`src/cqs_pkg.sv`:
```
// cqs_pkg: operation and status codes, field widths and stream packing
// for the circular queue with search. no dependencies.
package cqs_pkg;

  // field widths
  localparam int OP_W     = 2;
  localparam int WORD_W   = 32;
  localparam int STATUS_W = 2;
  localparam int POS_W    = 5;
  localparam int QLEN_W   = 5;

  // stream widths, padded to whole bytes
  localparam int IN_FIELDS_W  = OP_W + WORD_W;
  localparam int OUT_FIELDS_W = STATUS_W + WORD_W + POS_W;
  localparam int IN_TDATA_W   = ((IN_FIELDS_W + 7) / 8) * 8;
  localparam int OUT_TDATA_W  = ((OUT_FIELDS_W + 7) / 8) * 8;
  localparam int IN_PAD_W     = IN_TDATA_W - IN_FIELDS_W;
  localparam int OUT_PAD_W    = OUT_TDATA_W - OUT_FIELDS_W;

  // reset value of the length register
  localparam logic [QLEN_W-1:0] QLEN_RESET = 5'd16;

  typedef logic [OP_W-1:0]     op_t;
  typedef logic [STATUS_W-1:0] status_t;

  // operation codes
  localparam op_t OP_ENQ    = 2'd0;
  localparam op_t OP_DEQ    = 2'd1;
  localparam op_t OP_SEARCH = 2'd2;

  // status codes
  localparam status_t ST_OK       = 2'd0;
  localparam status_t ST_FULL     = 2'd1;
  localparam status_t ST_EMPTY    = 2'd2;
  localparam status_t ST_NOTFOUND = 2'd3;

endpackage

```
`src/cqs_ram.sv`:
```
// cqs_ram: generic single-write, single-read synchronous ram with a
// registered read port. no dependencies.
module cqs_ram #(
  parameter int WIDTH = 32,
  parameter int DEPTH = 16
) (
  input  logic                     clk,
  input  logic                     we,
  input  logic [$clog2(DEPTH)-1:0] waddr,
  input  logic [WIDTH-1:0]         wdata,
  input  logic [$clog2(DEPTH)-1:0] raddr,
  output logic [WIDTH-1:0]         rdata
);

  logic [WIDTH-1:0] mem [DEPTH];

  always_ff @(posedge clk) begin
    if (we) begin
      mem[waddr] <= wdata;
    end
    rdata <= mem[raddr];
  end

endmodule

```
`src/circular_queue_with_search.sv`:
```
// circular_queue_with_search: top level of a circular queue of signed words
// with enqueue, dequeue and linear search. depends on cqs_pkg and cqs_ram.
//
//   channel   dir  handshake          payload
//   s_axis    in   tvalid / tready    tdata: op[1:0], value[33:2], zero pad
//   m_axis    out  tvalid / tready    tdata: status[1:0], data[33:2],
//                                            position[38:34], zero pad
//   cfg       in   cfg_wr_en          cfg_wr_data: queue_length
//
// enqueue, unused op and any empty or full report: answered from idle as the
//   transaction is taken; dequeue: answered from the read state with the word
//   from the registered ram read; search: one slot compared per cycle through the
//   single ram read port, walking from head toward tail
// rst clears head and tail, sets the empty flag and sets queue_length to 16; the
//   slot ram is not cleared, a slot is only read after it was written
// a new transaction is taken only in idle and only when the result register
//   is free or being drained in the same cycle; m_axis stalls hold the result
module circular_queue_with_search #(
  parameter int DEPTH = 16
) (
  input  logic                               clk,
  input  logic                               rst,
  // slave stream: op[1:0], value[33:2], pad above
  input  logic                               s_axis_tvalid,
  output logic                               s_axis_tready,
  input  logic [cqs_pkg::IN_TDATA_W-1:0]     s_axis_tdata,
  // master stream: status[1:0], data[33:2], position[38:34], pad above
  output logic                               m_axis_tvalid,
  input  logic                               m_axis_tready,
  output logic [cqs_pkg::OUT_TDATA_W-1:0]    m_axis_tdata,
  // length register write
  input  logic                               cfg_wr_en,
  input  logic [cqs_pkg::QLEN_W-1:0]         cfg_wr_data
);

  localparam int AW = $clog2(DEPTH);
  localparam int LW = $clog2(DEPTH + 1);
  // compare width for indices against the length
  localparam int CW = (LW > cqs_pkg::QLEN_W) ? LW : cqs_pkg::QLEN_W;

  // control states
  localparam logic [1:0] S_IDLE   = 2'd0;
  localparam logic [1:0] S_READ   = 2'd1;
  localparam logic [1:0] S_SEARCH = 2'd2;

  logic [1:0] state;

  // queue control registers
  logic [cqs_pkg::QLEN_W-1:0] queue_length;
  logic [AW-1:0]              head;
  logic [AW-1:0]              tail;
  logic                       is_empty;

  // search walk registers
  logic [AW-1:0]                   cur;     // next slot to read
  logic [AW-1:0]                   stop;    // slot after tail
  logic [AW-1:0]                   step;    // offset from head of the slot under compare
  logic                            last;    // slot under compare ends the walk
  logic signed [cqs_pkg::WORD_W-1:0] key;

  // result register
  logic                                out_valid;
  logic                                out_load;
  cqs_pkg::status_t                    out_status;
  logic signed [cqs_pkg::WORD_W-1:0]   out_data;
  logic [cqs_pkg::POS_W-1:0]           out_pos;

  // unpacked input fields
  cqs_pkg::op_t                        in_op;
  logic signed [cqs_pkg::WORD_W-1:0]   in_value;

  // ram ports
  logic                            ram_we;
  logic [AW-1:0]                   ram_waddr;
  logic [AW-1:0]                   ram_raddr;
  logic [cqs_pkg::WORD_W-1:0]      ram_rdata;

  logic          s_fire;
  logic [CW-1:0] eff_len;
  logic [AW-1:0] tail_adv;
  logic [AW-1:0] head_adv;
  logic [AW-1:0] cur_adv;
  logic          full;

  assign in_op    = s_axis_tdata[cqs_pkg::OP_W-1:0];
  assign in_value = s_axis_tdata[cqs_pkg::OP_W +: cqs_pkg::WORD_W];

  // length clamped to 1..DEPTH
  always_comb begin
    eff_len = CW'(queue_length);
    if (eff_len == '0) begin
      eff_len = CW'(1);
    end else if (eff_len > CW'(DEPTH)) begin
      eff_len = CW'(DEPTH);
    end
  end

  // step an index, wrapping at the length in use
  function automatic logic [AW-1:0] advance(input logic [AW-1:0] i,
                                            input logic [CW-1:0] len);
    logic [CW-1:0] n;
    n = CW'(i) + CW'(1);
    return (n >= len) ? '0 : AW'(n);
  endfunction

  assign tail_adv = advance(tail, eff_len);
  assign head_adv = advance(head, eff_len);
  assign cur_adv  = advance(cur, eff_len);
  assign full     = !is_empty && (tail_adv == head);

  // take a transaction only in idle with the result register free or draining
  assign s_axis_tready = (state == S_IDLE) && (!out_valid || m_axis_tready);
  assign s_fire        = s_axis_tvalid && s_axis_tready;

  // enqueue writes in idle only, where the read port reads the head, so an enqueue
  // into an empty queue reads and writes slot 0 in the same cycle
  assign ram_we    = s_fire && (in_op == cqs_pkg::OP_ENQ) && !full;
  assign ram_waddr = is_empty ? '0 : tail_adv;
  // idle reads the head for dequeue and the first search compare
  assign ram_raddr = (state == S_SEARCH) ? cur : head;

  cqs_ram #(
    .WIDTH (cqs_pkg::WORD_W),
    .DEPTH (DEPTH)
  ) u_slots (
    .clk   (clk),
    .we    (ram_we),
    .waddr (ram_waddr),
    .wdata (in_value),
    .raddr (ram_raddr),
    .rdata (ram_rdata)
  );

  // length register
  always_ff @(posedge clk) begin
    if (rst) begin
      queue_length <= cqs_pkg::QLEN_RESET;
    end else if (cfg_wr_en) begin
      queue_length <= cfg_wr_data;
    end
  end

  // a result enters the output register this cycle
  always_comb begin
    out_load = 1'b0;
    unique case (state)
      S_IDLE: begin
        // dequeue and search on a non-empty queue answer later
        out_load = s_fire && !(((in_op == cqs_pkg::OP_DEQ) ||
                                (in_op == cqs_pkg::OP_SEARCH)) && !is_empty);
      end
      S_READ: begin
        out_load = 1'b1;
      end
      S_SEARCH: begin
        out_load = (ram_rdata == key) || last;
      end
      default: begin
        out_load = 1'b0;
      end
    endcase
  end

  // result valid flag, held until drained
  always_ff @(posedge clk) begin
    if (rst) begin
      out_valid <= 1'b0;
    end else if (out_load) begin
      out_valid <= 1'b1;
    end else if (m_axis_tready) begin
      out_valid <= 1'b0;
    end
  end

  // control and result registers
  always_ff @(posedge clk) begin
    if (rst) begin
      state     <= S_IDLE;
      head      <= '0;
      tail      <= '0;
      is_empty  <= 1'b1;
    end else begin
      unique case (state)
        S_IDLE: begin
          if (s_fire) begin
            case (in_op)
              cqs_pkg::OP_ENQ: begin
                out_data   <= '0;
                out_pos    <= '0;
                out_status <= full ? cqs_pkg::ST_FULL : cqs_pkg::ST_OK;
                if (is_empty) begin
                  // first word always lands in slot 0
                  head     <= '0;
                  tail     <= '0;
                  is_empty <= 1'b0;
                end else if (!full) begin
                  tail <= tail_adv;
                end
              end
              cqs_pkg::OP_DEQ: begin
                if (is_empty) begin
                  out_status <= cqs_pkg::ST_EMPTY;
                  out_data   <= '0;
                  out_pos    <= '0;
                end else begin
                  // head word is on its way out of the ram
                  state <= S_READ;
                  if (head == tail) begin
                    head     <= '0;
                    tail     <= '0;
                    is_empty <= 1'b1;
                  end else begin
                    head <= head_adv;
                  end
                end
              end
              cqs_pkg::OP_SEARCH: begin
                if (is_empty) begin
                  out_status <= cqs_pkg::ST_EMPTY;
                  out_data   <= '0;
                  out_pos    <= '0;
                end else begin
                  state <= S_SEARCH;
                  key   <= in_value;
                  cur   <= head_adv;
                  stop  <= tail_adv;
                  step  <= '0;
                  last  <= (head_adv == tail_adv);
                end
              end
              default: begin
                // unused op: no state change, all-zero result
                out_status <= cqs_pkg::ST_OK;
                out_data   <= '0;
                out_pos    <= '0;
              end
            endcase
          end
        end
        S_READ: begin
          out_status <= cqs_pkg::ST_OK;
          out_data   <= ram_rdata;
          out_pos    <= '0;
          state      <= S_IDLE;
        end
        S_SEARCH: begin
          // compare the slot read last cycle while reading the next one
          if (ram_rdata == key) begin
            out_status <= cqs_pkg::ST_OK;
            out_data   <= '0;
            out_pos    <= cqs_pkg::POS_W'({1'b0, step} + (AW + 1)'(1));
            state      <= S_IDLE;
          end else if (last) begin
            out_status <= cqs_pkg::ST_NOTFOUND;
            out_data   <= '0;
            out_pos    <= '0;
            state      <= S_IDLE;
          end else begin
            cur  <= cur_adv;
            step <= step + AW'(1);
            // walk ends with the tail slot or after DEPTH compares
            last <= (cur_adv == stop) || (step == AW'(DEPTH - 2));
          end
        end
        default: begin
          state <= S_IDLE;
        end
      endcase
    end
  end

  assign m_axis_tvalid = out_valid;
  assign m_axis_tdata  = {{cqs_pkg::OUT_PAD_W{1'b0}}, out_pos, out_data, out_status};

endmodule

```
`config.mk`:
```
export PLATFORM = sky130hd
export DESIGN_NAME = circular_queue_with_search
export DESIGN_NICKNAME = d
export VERILOG_FILES = /design/src/cqs_pkg.sv /design/src/cqs_ram.sv /design/src/circular_queue_with_search.sv
export SDC_FILE = /design/constraint.sdc
export NUM_CORES = 1
export LEC_CHECK = 0
export BUFFER_PORTS_ARGS = -buffer_cell sky130_fd_sc_hd__buf_2
export CAP_MARGIN = 15
export CORE_UTILIZATION = 29
export DETAILED_ROUTE_END_ITERATION = 8
export GPL_ROUTABILITY_DRIVEN = 1
export PLACE_DENSITY = 0.47
export SYNTH_ARGS = -nofsm -noshare
export SYNTH_HDL_FRONTEND = slang
export SYNTH_SLANG_ARGS = --single-unit
```
`constraint.sdc`:
```
create_clock -name clk -period 10.33 [get_ports clk]
set_clock_uncertainty 0.1 [all_clocks]
set_input_delay 3.099 -clock clk [delete_from_list [all_inputs] [get_ports clk]]
set_output_delay 3.099 -clock clk [all_outputs]
set_load 0.005 [all_outputs]
```
Word level (Yosys, flattened, before mapping)
Memories as Yosys holds them, arrays and structs flattened. A register that Yosys moved wholly into a read port is not among the register bits.
Index checks and enable logic that the tools add are counted.
{"block": "word_totals", "n_memories": 1, "ramBits": 512, "elab_cells": 149, "ff_bits": 101, "out_inout_bits": 42, "inputBits": 50}
{"block": "op_classes", "eq_ne": 24, "n_addsub": 5, "bitwise_logic": 2, "n_reduce_logical": 31, "n_lt_le_gt_ge": 4, "mux": 68}
{"memory": "u_slots.mem", "depth": 16, "word_bits": 32, "rd": 1, "rd_ports_with_merged_regs": 1, "wr": 1, "line_no": "cqs_ram.sv:15", "source": "logic [WIDTH-1:0] mem [DEPTH];"}
{"operator": "32-bit two-way mux", "count": 5}
{"operator": "32-bit one-hot mux with 3 select lines", "count": 1}
{"operator": "4-bit two-way mux", "count": 22}
{"operator": "5-bit two-way mux", "count": 7}
{"operator": "32-bit equality test", "count": 1}
{"operator": "4-bit one-hot mux with 2 select lines", "count": 4}
{"operator": "4-bit by 1-bit adder with 5-bit output (second input constant)", "count": 4}
{"operator": "5-bit AND reduction", "count": 4}
{"operator": "2-bit two-way mux", "count": 9}
{"operator": "4-bit equality test", "count": 4}
{"operator": "5-bit >= comparator", "count": 3}
{"operator": "5-bit one-hot mux with 3 select lines", "count": 1}
{"operator": "1-bit two-way mux", "count": 12}
{"operator": "2-bit inequality test (second input constant)", "count": 6}
{"operator": "3-bit inequality test (second input constant)", "count": 4}
{"operator": "2-bit one-hot mux with 2 select lines", "count": 3}
{"operator": "6-bit AND reduction", "count": 2}
{"operator": "1-bit logical AND", "count": 7}
{"operator": "7-bit AND reduction", "count": 1}
{"operator": "2-bit one-hot mux with 3 select lines", "count": 1}
{"operator": "2-bit nonzero test", "count": 3}
{"operator": "5-bit greater-than comparator (second input constant)", "count": 1}
{"operator": "5-bit logical NOT", "count": 1}
{"operator": "4-bit by 1-bit adder with 4-bit output (second input constant)", "count": 1}
{"operator": "15 further kinds", "count": 27}

Longest topological paths before layout
Gate-level depths: netlist (run 1).
{"block": "logic_depth", "word_depth": 11, "mapped_depth": 13}

Cells and area by module
A second synthesis (run 1) with hierarchy kept.
{"block": "unflattened", "cells_unflattened": 1276, "hier_area_um2": 25044.0}
{"module": "cqs_ram", "area_per_inst_um2": 19835.3, "cells_per_inst": 838, "n_inst": 1}
{"module": "circular_queue_with_search", "area_per_inst_um2": 5208.7, "cells_per_inst": 438, "n_inst": 1}

Worst setup path after synthesis (run 1)
Ideal clock, no wire load.
{"block": "synth_path", "kind": "input -> register", "start": "input port s_axis_tdata[0] in the netlist's numbering", "end": "register out_data[0] in the netlist's numbering, enable pin", "t_arrival_ns": 9.859, "slack_ns": -0.275, "path_stages": 6, "path_cell_list": "inv_1 ha_1 inv_1 nor2_1 o21a_1 a2111oi_0"}
{"block": "synth_between", "elab_chain_len": 4, "elab_cells_between_ends": 5, "cone_classes": "3 x eq/ne; 2 x reduce/logical"}
{"item": "start: declaration", "line_no": "circular_queue_with_search.sv:26", "source": "input logic [cqs_pkg::IN_TDATA_W-1:0] s_axis_tdata,"}
{"item": "2-bit by 1-bit equality test with 1-bit output or 2-bit equality test (tied branches)", "line_no": "circular_queue_with_search.sv:186", "source": "case (in_op)"}
{"item": "2-bit OR reduction (no source line) (*)"}
{"item": "3-bit inequality test (no source line) (*)"}
{"item": "5-bit AND reduction (no source line) (*)"}
{"item": "end signal: assignment", "line_no": "circular_queue_with_search.sv:242", "source": "out_data <= ram_rdata;"}
{"item": "end: declaration", "line_no": "circular_queue_with_search.sv:65", "source": "logic signed [cqs_pkg::WORD_W-1:0] out_data;"}
Every way passes the cells marked *; elsewhere a longest branch is shown, timed or not.
A chain may end at the register's enable or synchronous reset.

Worst setup path after layout (run 1)
{"block": "layout_path", "start": "input port m_axis_tready", "end": "output port s_axis_tready"}
{"block": "layout_between", "elab_chain_len": 2}
{"item": "start: declaration", "line_no": "circular_queue_with_search.sv:29", "source": "input logic m_axis_tready,"}
{"item": "1-bit logical OR", "line_no": "circular_queue_with_search.sv:112", "source": "assign s_axis_tready = (state == S_IDLE) && (!out_valid || m_axis_tready);"}
{"item": "1-bit logical AND", "line_no": "circular_queue_with_search.sv:112"}
{"item": "end: declaration", "line_no": "circular_queue_with_search.sv:25", "source": "output logic s_axis_tready,"}
No other way between the ends.

==> flow_metrics.env, run 1 <==
export IMPL_outcome="finished, final reports clean"
export IMPL_drc_errors=0
export IMPL_critical_path_depth=4
export IMPL_die_x_um=297.3
export IMPL_clockRootBuffer="clkbuf_16"
export IMPL_worstHoldStart="queue_length[0]"
export IMPL_critPathSlowestCell="nand2b_1"
export IMPL_fillers=8116
export IMPL_whs_path_depth=2
export IMPL_drive_gt1_share_pct=24.67
export IMPL_antenna_found_initial=5
export IMPL_detail_route_antenna_nets=0
export IMPL_layout_common_cells="edfxtp_1 (596), mux4_2 (128), nand2_1 (92)"
export IMPL_grt_max_degree=129
export IMPL_finalCriticalPeriod_ns=6.872
export IMPL_fin_cells=2668
export IMPL_clk_latency_ns=0.61
export IMPL_syn_num_nets=1418
export IMPL_multi_input_area_mm2=0.006206
export IMPL_maxCapViolCount=0
export IMPL_final_common_cell="edfxtp_1"
export IMPL_syn_inst=1342
export IMPL_numClockSinks=645
export IMPL_postLayoutCoreUtil_pct=34.62
export IMPL_hold_viol_final=0
export IMPL_routed_wl_um=62750
export IMPL_area_growth_pct=17.51
export IMPL_vias_per_cell=4.784
export IMPL_synth_seq_cells=645
export IMPL_postSynthAreaPerCell_um2=18.84
export IMPL_drv_slew=0
export IMPL_yosysWarnings=0
export IMPL_seq_area_mm2=0.01888
export IMPL_synth_flop_cell="edfxtp_1"
export IMPL_core_area_mm2=0.08582
export IMPL_worstMarginPinSlew_ns=1.045
export IMPL_numCtsBuffers=72
export IMPL_vdd_ir_drop_max_v=0.0001096
export IMPL_tns_ns=0
export IMPL_rows=107
export IMPL_fp_dieH_um=297.3
export IMPL_min_to="queue_length[0]"
export IMPL_yosysTopAreaCell="edfxtp_1"
export IMPL_crit_type="in -> out"
export IMPL_path_buf_inv=2
export IMPL_async_reset_ff_share_pct=0
export IMPL_diodes=0
export IMPL_cp_data_required_time_ns=7.13
export IMPL_grt_pass1_vias=13473
export IMPL_cp_cell_sequence="buf_2, nand2b_1, and2_1, buf_2"
export IMPL_cts_setup_buffers=0
export IMPL_cts_max_path_buffers=3
export IMPL_wl_per_cell_um=23.52
export IMPL_drt_initial_drc_count=846
export IMPL_hp_class="reg -> reg"
export IMPL_nets=1543
export IMPL_synth_top_cell_area_share_pct=70.78
export IMPL_leakagePower_uw=0.009849
export IMPL_synthesis_area_mm2=0.02529
export IMPL_synth_area_top_cells="edfxtp_1 (71%), mux4_2 (11%), dfxtp_1 (3.9%)"
export IMPL_ctsResizeCount=0
export IMPL_place_inst=2537
export IMPL_rsz0062_at_grt="no"
export IMPL_setup_viol=0
export IMPL_ios=92
export IMPL_power_uw=5705
export IMPL_seq_area_frac_synth_pct=74.66
export IMPL_cp_start_kind="input pin"
export IMPL_reg2reg_depth=12
export IMPL_end_kind="output pin"
export IMPL_via_count=12765
export IMPL_dr_pass1_iters=4
export IMPL_clk_pin_slew_worst_paths_ns=0.04
export IMPL_post_route_period_util_pct=66.53
export IMPL_initial_core_util_pct=29.47
export IMPL_crit_path_max_incr_delay_ns=0.19
export IMPL_fmax_mhz=145.5
export IMPL_r2r_setup_slack_ns=5.30
export IMPL_cts_max_level=3
export IMPL_worst_r2r_endpoint="u_slots.mem[5][6]"
export IMPL_crit_arrival_ns=3.67
export IMPL_globalplace_congestion=0.7485
export IMPL_grt_pass1_wl_um=92200
export IMPL_max_slew_margin_pct=30.09
export IMPL_path_max_fanout=5
export IMPL_gr_usage_all_layers_pct=14.26
export IMPL_gr_total_overflow=0
export IMPL_postCtsHoldBufs=0
export IMPL_cts_tree="done"
export IMPL_portBuffers=84
export IMPL_synth_edff_count=596
export IMPL_die_area_mm2=0.08838
export IMPL_cpMostUsedCell="buf_2"
export IMPL_r2r_start="tail[0]"
export IMPL_synth_cell_types=63
export IMPL_cp_top_family="simple AND/OR/NAND/NOR gates"
export IMPL_powerDensity_mw_per_mm2=192.0
export IMPL_dp_hpwl_um=32850
-- where the power goes --
group          internal, µW  switching (µW)  leakage, µW
sequential             2880            17.7      0.00580
clock                  1610            1030      0.00119
combinational          58.8             105      0.00285
-- kinds of logic (layout without fill, tap and decap cells) --
group	Yosys count	count (layout)	share of synthesized area (%)
compound gates	134	134	3.761
xor+xnor	50	50	1.732
fa+ha+maj	28	28	1.366
buf+inv	84	266	1.390
flops	645	645	74.66
mux	137	137	11.76
other cells	1	1	0.01483
simple gates	263	263	5.319
-- final cells by class --
type	count	area share [%]
clock buffers	98	6.881
well taps	1144	4.817
multi-input cells	613	20.89
repair buffers	114	2.257
inverters	21	0.2653
flip-flops and latches	645	63.53
clock inverters	33	1.360
-- synth_stat cells, types with 4 or more instances --
library cell / instances
a211oi_1: 36
a21o_1: 4
a21oi_1: 14
a31oi_1: 36
and2_1: 64
and3_1: 7
buf_1: 6
buf_2: 14
clkbuf_1: 40
dfxtp_1: 49
edfxtp_1: 596
ha_1: 26
inv_1: 20
mux2i_1: 8
mux4_2: 128
nand2_1: 92
nand3_1: 12
nand4_1: 9
nor2_1: 30
nor2b_1: 5
nor3_1: 18
nor4_1: 8
o21ai_0: 13
o2bb2ai_1: 4
xnor2_1: 38
xor2_1: 12
-- worst register-to-register path, stage by stage, from the launching register on --
cell,delay (ns)
dfxtp_1,0.41
ha_1,0.27
xnor2_1,0.43
inv_1,0.10
ha_1,0.33
a21oi_1,0.17
o21ai_0,0.15
maj3_1,0.46
a21oi_1,0.55
a21oi_1,0.30
nor3_4,0.85
nor3_2,0.13
buf_4,0.41
-- registers in the layout (all words and copies together), names as in the netlist --
name / flops
m_axis_tvalid: 1
state: 2
out_status: 2
tail: 4
u_slots.rdata: 32
last: 1
head: 4
key: 32
step: 4
queue_length: 5
out_data: 32
u_slots.mem: 512
is_empty: 1
stop: 4
cur: 4
out_pos: 5
-- metrics by stage --
stage	hold WS (ns)	setup WS (ns)	instance area, µm²
2_1_floorplan	0.3611	1.622	25290
3_3_place_gp	0.3936	3.459	27260
3_5_place_dp	0.3994	3.453	27260
4_1_cts	0.4209	3.452	29710
5_1_grt	0.4423	3.418	29710
6_report	0.4130	3.458	29710
-- worst max path at each step --
stage,start,to,slack (ns)
after global placement,m_axis_tready,s_axis_tready,3.46
after global routing,m_axis_tready,s_axis_tready,3.42
final,m_axis_tready,s_axis_tready,3.46
after CTS,m_axis_tready,s_axis_tready,3.45
after detailed placement,m_axis_tready,s_axis_tready,3.45
after floorplan,s_axis_tdata[0],out_data[0],1.62
-- layer usage --
metal / up-vias / GRT usage (%) / share of wire (%)
li1: 5635 / - / -
met1: 6768 / 20.04 / 46
met2: 271 / 22.74 / 48
met3: 87 / 2.680 / 4.2
met5: - / 0 / 0.037
met4: 4 / 3.461 / 2.0
(Power assumes the default switching activity.)
==> run 2: changes to the inputs <==
--- a/config.mk
+++ b/config.mk
@@ -5,12 +5,13 @@
 export SDC_FILE = /design/constraint.sdc
 export NUM_CORES = 1
 export LEC_CHECK = 0
+export ABC_AREA = 1
 export BUFFER_PORTS_ARGS = -buffer_cell sky130_fd_sc_hd__buf_2
 export CAP_MARGIN = 15
 export CORE_UTILIZATION = 29
 export DETAILED_ROUTE_END_ITERATION = 8
 export GPL_ROUTABILITY_DRIVEN = 1
-export PLACE_DENSITY = 0.47
+export PLACE_DENSITY = 0.45
 export SYNTH_ARGS = -nofsm -noshare
 export SYNTH_HDL_FRONTEND = slang
 export SYNTH_SLANG_ARGS = --single-unit
==> constraint.sdc (replaced) <==
create_clock -name clk -period 6.34 [get_ports clk]
set_clock_uncertainty 0.1 [all_clocks]
set_input_delay 1.902 -clock clk [delete_from_list [all_inputs] [get_ports clk]]
set_output_delay 1.902 -clock clk [all_outputs]
set_load 0.005 [all_outputs]
==> run 2 against run 1 <==
Against the previous run:
- routed wire length up 3.5%
- highest routed layer unchanged
- worst hold slack got worse by 0.019 ns
- utilization fell by 0.59 points
- largest power group unchanged
- first-iteration DRC count grew 19%
- flip-flop and latch count is the same
==> flow_metrics.env, run 2 <==
export IMPL_routed_wl_um=64930
export IMPL_cts_tree="done"
export IMPL_dp_hpwl_um=36810
export IMPL_regMostFlops="u_slots.mem"
export IMPL_reg2reg_depth=20
export IMPL_end_kind="register"
export IMPL_synth_top_cell_area_share_pct=67.14
export IMPL_vdd_ir_drop_max_v=0.0001606
export IMPL_synth_cell_types=43
export IMPL_clk_pin_slew_worst_paths_ns=0.06
export IMPL_postLayoutCellArea_mm2=0.03082
export IMPL_maxCapViolCount=0
export IMPL_path_buf_inv=2
export IMPL_initial_core_util_pct=29.44
export IMPL_grt_pass1_wl_um=97760
export IMPL_drc_errors=0
export IMPL_clk_latency_ns=0.61
export IMPL_synth_most_common_cell="edfxtp_1"
export IMPL_clockRootBuffer="clkbuf_16"
export IMPL_path_max_fanout=18
export IMPL_cpMostUsedCell="nand2_1"
export IMPL_hp_class="reg -> reg"
export IMPL_synth_area_top_cells="edfxtp_1 (67%), inv_1 (4.9%), nand2_1 (4.0%)"
export IMPL_fillers=8873
export IMPL_holdWs_ns=0.3944
export IMPL_dp_slack_ns=1.406
export IMPL_grt_max_degree=240
export IMPL_die_x_um=305.2
export IMPL_drv_slew=0
export IMPL_numCtsBuffers=72
export IMPL_fmax_mhz=228.6
export IMPL_die_area_mm2=0.09314
export IMPL_cts_max_level=3
export IMPL_whs_path_depth=2
export IMPL_rows=110
export IMPL_synth_seq_cells=645
export IMPL_critical_path_depth=20
export IMPL_core_area_mm2=0.09056
export IMPL_synth_edff_count=596
export IMPL_cp_top_family="simple AND/OR/NAND/NOR gates"
export IMPL_final_common_cell="edfxtp_1"
export IMPL_hold_viol_final=0
export IMPL_r2r_start="queue_length[2]"
export IMPL_yosysWarnings=0
export IMPL_finalCriticalPeriod_ns=4.374
export IMPL_ctsResizeCount=0
export IMPL_tns_ns=0
export IMPL_crit_path_max_incr_delay_ns=0.82
export IMPL_synth_common_cells="edfxtp_1 (596), inv_1 (345), nand2_1 (285)"
export IMPL_leakagePower_uw=0.01150
export IMPL_crit_type="reg -> reg"
export IMPL_area_growth_pct=15.62
export IMPL_async_reset_ff_share_pct=0
export IMPL_globalplace_congestion=0.7778
export IMPL_vias_per_cell=4.556
export IMPL_seq_area_frac_synth_pct=70.82
export IMPL_syn_inst=2230
export IMPL_critPathSlowestCell="nor2_4"
export IMPL_rsz0062_at_grt="no"
export IMPL_synthesis_area_mm2=0.02666
export IMPL_postLayoutCoreUtil_pct=34.03
export IMPL_post_route_period_util_pct=68.99
export IMPL_powerDensity_mw_per_mm2=306.0
export IMPL_numClockSinks=645
export IMPL_cp_data_required_time_ns=6.52
export IMPL_worstMarginPinSlew_ns=1.114
export IMPL_detail_route_antenna_nets=0
export IMPL_syn_num_nets=2306
export IMPL_placed_cell_area_mm2=0.02854
export IMPL_worstHoldStart="m_axis_tvalid"
export IMPL_ios=92
export IMPL_outcome="finished, final reports clean"
export IMPL_setup_slack_ns=1.966
export IMPL_largest_reg_flops=512
export IMPL_fp_dieH_um=305.2
export IMPL_layout_common_cells="edfxtp_1 (596), inv_1 (343), nand2_1 (285)"
export IMPL_cts_setup_buffers=0
export IMPL_drive_gt1_share_pct=12.19
export IMPL_drt_initial_drc_count=1006
export IMPL_postCtsHoldBufs=0
export IMPL_dr_pass1_iters=5
export IMPL_wl_per_cell_um=18.34
export IMPL_cp_start_kind="register"
export IMPL_synth_flop_cell="edfxtp_1"
export IMPL_max_slew_margin_pct=25.72
export IMPL_setup_viol=0
export IMPL_antenna_found_initial=5
export IMPL_gr_usage_all_layers_pct=13.93
export IMPL_timing_critical_path_from="queue_length[2]"
export IMPL_yosysTopAreaCell="edfxtp_1"
export IMPL_grt_pass1_vias=15636
export IMPL_crit_arrival_ns=4.56
export IMPL_gr_total_overflow=0
export IMPL_cts_max_path_buffers=3
export IMPL_via_count=16129
export IMPL_postSynthAreaPerCell_um2=11.95
export IMPL_cp_cell_sequence="nor2_1, nand2_1, o21ai_0, ha_1, inv_1, nand2_1, nand2_1, nand2_1, a21oi_1, nand2_2, nand2_4, nand3_2, nand2_1, nand2_1, nand2_2, nor2_4, nand2_2, nand4_1, nor2_4, buf_4"
export IMPL_nets=2385
export IMPL_portBuffers=84
run 2: cell types whose count changed in the layout (fill, tap and decap cells not counted), sizes merged, moves of 37 or more:
cell	delta
nand2	+204
o21ai	+154
and2	-65
nor2	+46
inv	+332
a211oi	-37
o211ai	+113
a21oi	+150
nand3	+183
mux4	-128
run 2: worst min-delay path: stages (launching register included):
cell and delay [ns]:
dfxtp_1 0.33, nand2_1 0.07, a21oi_1 0.05
run 2: path summary, 6_finish.rpt:
check	to	slack, ns
hold / removal	m_axis_tvalid	0.39
hold reg to reg	m_axis_tvalid	0.39
setup reg to reg	u_slots.mem[3][22]	1.97
setup / recovery	u_slots.mem[3][22]	1.97
run 2: routing by layer:
metal | vias to the layer above | wire (µm) | GRT usage, % | part of all wire (%)
met5 | - | 43 | 0 | 0.066
met4 | 6 | 1369 | 4.336 | 2.1
met3 | 92 | 2586 | 2.260 | 4.0
met2 | 272 | 30900 | 23.14 | 48
met1 | 7801 | 30030 | 18.60 | 46
li1 | 7958 | - | - | -
run 2: cell families (layout without fill, tap and decap cells):
group | after synthesis | count (layout) | share of synthesized area [%]
buf+inv | 464 | 597 | 6.759
other cells | 1 | 2 | 0.01407
xor+xnor | 33 | 33 | 1.084
fa+ha+maj | 26 | 26 | 1.220
flops | 645 | 645 | 70.82
simple gates | 598 | 598 | 10.04
compound gates | 463 | 463 | 10.06
run 2: final cells by class:
cell class | instances | area (µm²) | area share, %
inverters | 350 | 1319 | 4.279
flip-flops and latches | 645 | 18880 | 61.25
well taps | 1176 | 1471 | 4.774
diodes | 1 | 2.502 | 0.008119
repair buffers | 119 | 720.7 | 2.338
clock buffers | 94 | 1976 | 6.410
clock inverters | 34 | 297.8 | 0.9662
multi-input cells | 1121 | 6156 | 19.97
run 2: through the flow:
stage               std cells  total power (µW)
global route             3540              9772
global placement         3411              5501
CTS                      3539              9557
finish                   3540              9432
detailed placement       3411              5511
floorplan                2230              5248
run 2: power by group:
part / internal (µW) / switching (µW) / total, µW
Sequential: 4750 / 55.3 / 4810
Clock: 2370 / 1660 / 4020
Combinational: 188 / 415 / 603
